$ cat src/hdl/isort_pkg.sv
package isort_pkg;

	typedef struct packed {
		logic signed [31:0] value;
		logic               last;
	} in_item_t;

	typedef struct packed {
		logic signed [31:0] sorted_value;
		logic               last_of_run;
		logic               overflowed;
	} out_item_t;

	typedef struct packed {
		logic insert;
		logic shift_out;
	} ctrl_cmd_t;

	typedef struct packed {
		logic one_left;
	} dp_status_t;

endpackage

$ cat src/hdl/isort_ctrl.sv
module isort_ctrl import isort_pkg::*; (
	input  logic       clk,
	input  logic       arst_n,
	input  logic       start,
	input  logic       last,
	input  dp_status_t status,
	output ctrl_cmd_t  cmd,
	output logic       busy
);

	typedef enum logic {
		ST_COLLECT,
		ST_EMIT
	} state_t;

	state_t state_q;

	always_ff @(posedge clk or negedge arst_n) begin
		if (!arst_n) begin
			state_q <= ST_COLLECT;
		end else begin
			case (state_q)
				ST_COLLECT: begin
					if (start && last) begin
						state_q <= ST_EMIT;
					end
				end
				ST_EMIT: begin
					// final entry leaves the store this cycle
					if (status.one_left) begin
						state_q <= ST_COLLECT;
					end
				end
				default: state_q <= ST_COLLECT;
			endcase
		end
	end

	always_comb begin
		cmd.insert    = start && (state_q == ST_COLLECT);
		cmd.shift_out = (state_q == ST_EMIT);
	end

	assign busy = (state_q == ST_EMIT);

endmodule

$ cat src/hdl/isort_dpath.sv
module isort_dpath import isort_pkg::*; #(
	parameter int DEPTH = 32,
	localparam int FW = $clog2(DEPTH + 1)
) (
	input  logic       clk,
	input  logic       arst_n,
	input  ctrl_cmd_t  cmd,
	input  in_item_t   item,
	output out_item_t  result,
	output logic       strobe,
	output dp_status_t status
);

	logic signed [31:0] store_q [DEPTH];
	logic signed [31:0] up_v    [DEPTH];
	logic signed [31:0] dn_v    [DEPTH];
	logic [DEPTH-1:0]   gt;
	logic [DEPTH-1:0]   prev_gt;
	logic [DEPTH-1:0]   at_pos;
	logic [FW-1:0]      fill_q;
	logic               ovf_q;
	logic               strobe_q;
	logic               full;
	out_item_t          result_q;

	assign full = (fill_q == FW'(DEPTH));

	for (genvar k = 0; k < DEPTH; k++) begin : g_cell
		// occupied cells holding a value above the new one move up by one
		assign gt[k] = (FW'(k) < fill_q) && (store_q[k] > item.value);

		if (k == 0) begin : g_head
			assign prev_gt[k] = 1'b0;
			assign dn_v[k]    = item.value;
		end else begin : g_body
			assign prev_gt[k] = gt[k-1];
			assign dn_v[k]    = store_q[k-1];
		end

		if (k == DEPTH - 1) begin : g_tail
			assign up_v[k] = store_q[k];
		end else begin : g_inner
			assign up_v[k] = store_q[k+1];
		end

		assign at_pos[k] = (gt[k] || (FW'(k) == fill_q)) && !prev_gt[k];

		always_ff @(posedge clk) begin
			if (cmd.shift_out) begin
				store_q[k] <= up_v[k];
			end else if (cmd.insert && !full) begin
				if (at_pos[k]) begin
					store_q[k] <= item.value;
				end else if (prev_gt[k]) begin
					store_q[k] <= dn_v[k];
				end
			end
		end
	end

	always_ff @(posedge clk or negedge arst_n) begin
		if (!arst_n) begin
			fill_q   <= '0;
			ovf_q    <= 1'b0;
			strobe_q <= 1'b0;
		end else begin
			strobe_q <= cmd.shift_out;
			if (cmd.shift_out) begin
				fill_q <= fill_q - FW'(1);
				if (fill_q == FW'(1)) begin
					ovf_q <= 1'b0;
				end
			end else if (cmd.insert) begin
				if (full) begin
					ovf_q <= 1'b1;
				end else begin
					fill_q <= fill_q + FW'(1);
				end
			end
		end
	end

	always_ff @(posedge clk) begin
		if (cmd.shift_out) begin
			result_q.sorted_value <= store_q[0];
			result_q.last_of_run  <= (fill_q == FW'(1));
			result_q.overflowed   <= ovf_q;
		end
	end

	assign result          = result_q;
	assign strobe          = strobe_q;
	assign status.one_left = (fill_q == FW'(1));

endmodule

$ cat src/hdl/insertion_sorter_core.sv
// Stable insertion sorter for signed 32-bit values. While busy is low, one item is taken
// per cycle (start high) and placed into a row of DEPTH compare-and-shift cells in that
// same cycle. An item with last set is inserted too, then busy rises and the N stored
// values come out in ascending order, one per cycle on strobe: the first result shows
// in the cycle after busy rises, the final one in the cycle busy falls. Cell 0 is
// read and the row shifts down each cycle. The final result has last_of_run set; busy is
// low during that cycle, so the next set may start there. Items beyond DEPTH are dropped
// and every result of that set shows overflowed. There is no output back-pressure:
// results must be taken when strobe is high.
module insertion_sorter_core import isort_pkg::*; #(
	parameter int DEPTH = 32
) (
	input  logic      clk,
	input  logic      arst_n,
	input  logic      start,
	output logic      busy,
	input  in_item_t  item,
	output out_item_t result,
	output logic      strobe
);

	ctrl_cmd_t  cmd;
	dp_status_t status;

	isort_ctrl u_ctrl (
		.clk    (clk),
		.arst_n (arst_n),
		.start  (start),
		.last   (item.last),
		.status (status),
		.cmd    (cmd),
		.busy   (busy)
	);

	isort_dpath #(
		.DEPTH (DEPTH)
	) u_dpath (
		.clk    (clk),
		.arst_n (arst_n),
		.cmd    (cmd),
		.item   (item),
		.result (result),
		.strobe (strobe),
		.status (status)
	);

endmodule

$ cat config.mk
export PLATFORM = sky130hd
export DESIGN_NAME = insertion_sorter_core
export DESIGN_NICKNAME = d
export VERILOG_FILES = /design/src/hdl/isort_pkg.sv /design/src/hdl/isort_ctrl.sv /design/src/hdl/isort_dpath.sv /design/src/hdl/insertion_sorter_core.sv
export SDC_FILE = /design/constraint.sdc
export NUM_CORES = 2
export LEC_CHECK = 0
export BUFFER_PORTS_ARGS = -buffer_cell sky130_fd_sc_hd__buf_4
export CORE_MARGIN = 1
export CORE_UTILIZATION = 60
export CTS_CLUSTER_DIAMETER = 100
export CTS_CLUSTER_SIZE = 10
export DETAILED_ROUTE_END_ITERATION = 6
export GPL_TIMING_DRIVEN = 0
export PLACE_DENSITY = 0.72
export SLEW_MARGIN = 15
export SYNTH_ARGS = -nofsm -noshare
export SYNTH_HDL_FRONTEND = slang
export SYNTH_SLANG_ARGS = --single-unit
$ cat constraint.sdc
create_clock -name clk -period 5.9 [get_ports clk]
set_input_delay 0.59 -clock clk [delete_from_list [all_inputs] [get_ports clk]]
set_output_delay 0.59 -clock clk [all_outputs]
set_load 0.01 [all_outputs]
==> results by group <==
Logic synthesis
  • Ys flop type: edfxtp_1
  • Post-Syn Nets: between 8000 and 9000
  • Synth cell types: between 80 and 90
  • Cells after Synth: between 7000 and 8000
  • Register area share after synthesis: a little over two fifths
  • Cell Area, Synth: between 70000 and 80000 µm²
  • Warnings, synthesis: 0
  • EDFF count, synth: approximately 1100
  • Ys async rst share: less than 1%
  • Avg Inst Size Synth: 10.41 µm²
  • Synthesized flop and latch total: 1067

Layout
  • Fillers: 9856
  • Final Util: between 60 and 70%
  • Most frequent cells in the layout: edfxtp_1, ha_1, a21oi_1, nor2_1, nand2_1
  • Share of cells above drive strength 1: between 8 and 9%
  • Area Overhead vs Synth: 9.663%
  • Post-Layout Inst Area: around 83000 µm²
  • Nets: 8543
  • Commonest non-fill, non-tap cell in the layout: edfxtp_1

Global route
  • Largest net degree at the start of global routing: 37
  • Antenna violations before repair: 15
  • Vias in the first global route: roughly 68000
  • GRT Overall Usage: between 50% and 60%
  • Total grt overflow: 0
  • First-pass GRT wire length: around 460000 µm

Floorplan
  • I/O Pins: 72
  • Full die area: 127300 µm²
  • Die W: ~360 µm
  • Die height: approximately 360 µm
  • Total core area: between 100000 and 150000 µm²
  • Starting Density: 60.78%
  • # rows: approximately 130

Critical path
  • R2R Path End: u_dpath.store_q[1][228]
  • Worst R2R Path Depth: 11
  • Worst setup path start: item[32]
  • Reg2reg start: u_dpath.fill_q[1]
  • CP Max Fanout: 36
  • Crit path kind: in2reg
  • Crit path capture type: flip-flop
  • Critical Path End: u_dpath.store_q[1][38]
  • CP Launch Type: input pin
  • Reg2Reg Setup Slack: -0.15 ns
  • WP data arrival: 6.60 ns
  • Critical Path RT: 6.42 ns

Clock tree
  • TritonCTS buffer count: around 120
  • H-tree depth: 3
  • Total setup buffers inserted after CTS: 0
  • CTS tree: built
  • TritonCTS Sinks: approximately 1100
  • Clock latency on the worst-skew pair: slightly below 0.8 ns
  • CTS root buffer: clkbuf_16
  • Largest buffer count on any clock path: 3
  • Clock slew at reported path FFs: roughly 0.060 ns

Timing
  • Endpoints failing setup: 160
  • Final Hold Viols: 0
  • Setup Skew: 0.03136 ns
  • Final period util: 103.1%
  • Fin. max-slew vios: 0
  • Fmax: ~0.16 GHz
  • Tmin final: 6.082 ns
  • Least-Margin Pin Slew: ~1.4 ns
  • Slew HR: roughly 5.3%
  • TNS Setup: -12.44 ns
  • RSZ-0062 raised after global routing: false
  • Worst setup margin: -0.1823 ns

Placed design
  • Worst slack at placement: -1.289 ns
  • Port Buffers: 40
  • Placed Area: 79560 µm²
  • Routability congestion estimate: around 1.2
  • Half-perimeter wire length after placement: 268800 µm

Detailed routing
  • # DRC: 28
  • Total wire length: around 330000 µm
  • Initial DRC count: roughly 12000
  • DR pass1 iterations: 7
  • Routed len/inst: roughly 36 µm
  • Detailed-route via count: 69460
  • Remaining antenna violation count after routing: 0
  • Vias/cell: around 7.6

Outcome
  • Status: complete, but fails checks
  • Failing checks: DRC, setup timing

Flow run
  • Max Cap Viol: 0

Power and ir drop
  • Pwr/cell area: roughly 200 nW/µm²
  • P_leak: ~34 nW
  • Worst vdd ir: about 240 µV

Hold path
  • Hold crit path type: in2reg
## synthesized netlist by cell type (29+ instances only)
cell type | instances | area share [%]
a21o_1 | 252 | 2.5
buf_2 | 117 | 0.78
o2bb2ai_1 | 33 | 0.38
buf_1 | 35 | 0.17
clkbuf_1 | 299 | 1.5
mux2i_1 | 120 | 1.6
nor2_1 | 602 | 3.0
inv_1 | 253 | 1.3
mux2_2 | 34 | 0.51
nand2_1 | 502 | 2.5
o221a_2 | 65 | 0.97
o21ai_1 | 41 | 0.27
a21bo_2 | 32 | 0.42
a221oi_1 | 45 | 0.52
nand4_1 | 231 | 1.9
nor2b_1 | 63 | 0.52
a22o_1 | 62 | 0.72
o22ai_1 | 198 | 1.6
a31oi_1 | 122 | 1.0
a21oi_1 | 608 | 4.0
o21ai_0 | 225 | 1.5
a211oi_1 | 33 | 0.33
o211ai_1 | 54 | 0.54
a2bb2oi_1 | 129 | 1.5
nand3_1 | 50 | 0.33
o221ai_1 | 69 | 0.80
edfxtp_1 | 1058 | 42
o22a_1 | 34 | 0.39
or3_1 | 78 | 0.65
ha_1 | 1028 | 17
nor3_1 | 74 | 0.49
and3_1 | 109 | 0.90
o21a_1 | 45 | 0.45
nor4_1 | 29 | 0.24
a221o_1 | 259 | 3.4
## state kept, by name, summed over array words and instances (netlist names)
register         flops
u_ctrl.busy          1
u_dpath.fill_q       6
u_dpath.ovf_q        1
u_dpath.result      34
u_dpath.store_q   1024
u_dpath.strobe       1
## power breakdown
part           switching [mW]  internal [mW]
Clock                    3.24           3.59
Combinational           0.991          0.466
Sequential                  0           8.20
Total                    4.23           12.3
## cell families (layout without fill, tap and decap cells)
logic type,Yosys count,count (layout),share of synthesized area (%)
xor+xnor,5,5,0.05797
simple gates,1838,1838,11.52
other cells,0,14,0
buf+inv,729,997,3.995
mux,154,154,2.097
compound gates,2433,2433,22.94
fa+ha+maj,1028,1028,17.03
flops,1067,1067,42.35
## worst min-delay path by stage
stage	startpoint	end	slack (ns)	cells after the start
2_1_floorplan	arst_n	u_ctrl.busy	0.29	0
3_3_place_gp	arst_n	u_dpath.strobe	0.44	1
3_5_place_dp	arst_n	u_dpath.strobe	0.44	1
4_1_cts	item[0]	u_ctrl.busy	0.1	3
5_1_grt	item[0]	u_ctrl.busy	0.11	3
6_report	item[0]	u_ctrl.busy	0.12	3
## routing by layer
| layer | wire length, µm | up-vias | track usage [%] |
|---|---|---|---|
| li1 | - | 29120 | - |
| met5 | 259 | - | 0.4815 |
| met4 | 33630 | 8 | 42.60 |
| met1 | 108700 | 33450 | 58.44 |
| met2 | 142600 | 5434 | 77.27 |
| met3 | 46310 | 1453 | 17.24 |
## layout make-up
type	count	area [µm²]	area share, %
inverter	253	952.2	1.149
tap	1637	2048	2.472
timing repair buffer	107	1717	2.072
buffer	476	2088	2.521
clock inverter	5	58.81	0.07099
sequential	1067	32000	38.62
antenna	14	35.03	0.04229
multi-input combinational	5458	40850	49.31
clock buffer	156	3095	3.737
## timing repair
item,4_1_cts,5_1_grt
endpoints found under the hold margin,9,0
setup endpoints to repair,301,231
gates cloned,0,0
resized for setup,4,10
hold buffers,1,0
## worst max-delay path, cell delays in order
cell      delay [ns]
clkbuf_2        0.53
inv_4           0.49
ha_1            0.65
nand4_1         0.41
nor4_2          0.95
a31oi_1         0.59
o31a_1          0.38
mux2_2          0.33
a21oi_2         0.40
clkbuf_1        0.61
o21ai_4         0.33
buf_16          0.26
## metrics by stage
step	cells	power, mW	hold WS (ns)
6_report	9173	16.49	0.1173
5_1_grt	9160	16.68	0.1112
4_1_cts	9155	16.30	0.09868
3_5_place_dp	8993	9.743	0.4357
3_3_place_gp	8931	9.623	0.4357
2_1_floorplan	7254	9.195	0.2944
Note: power is estimated with default switching activity, not from simulation.
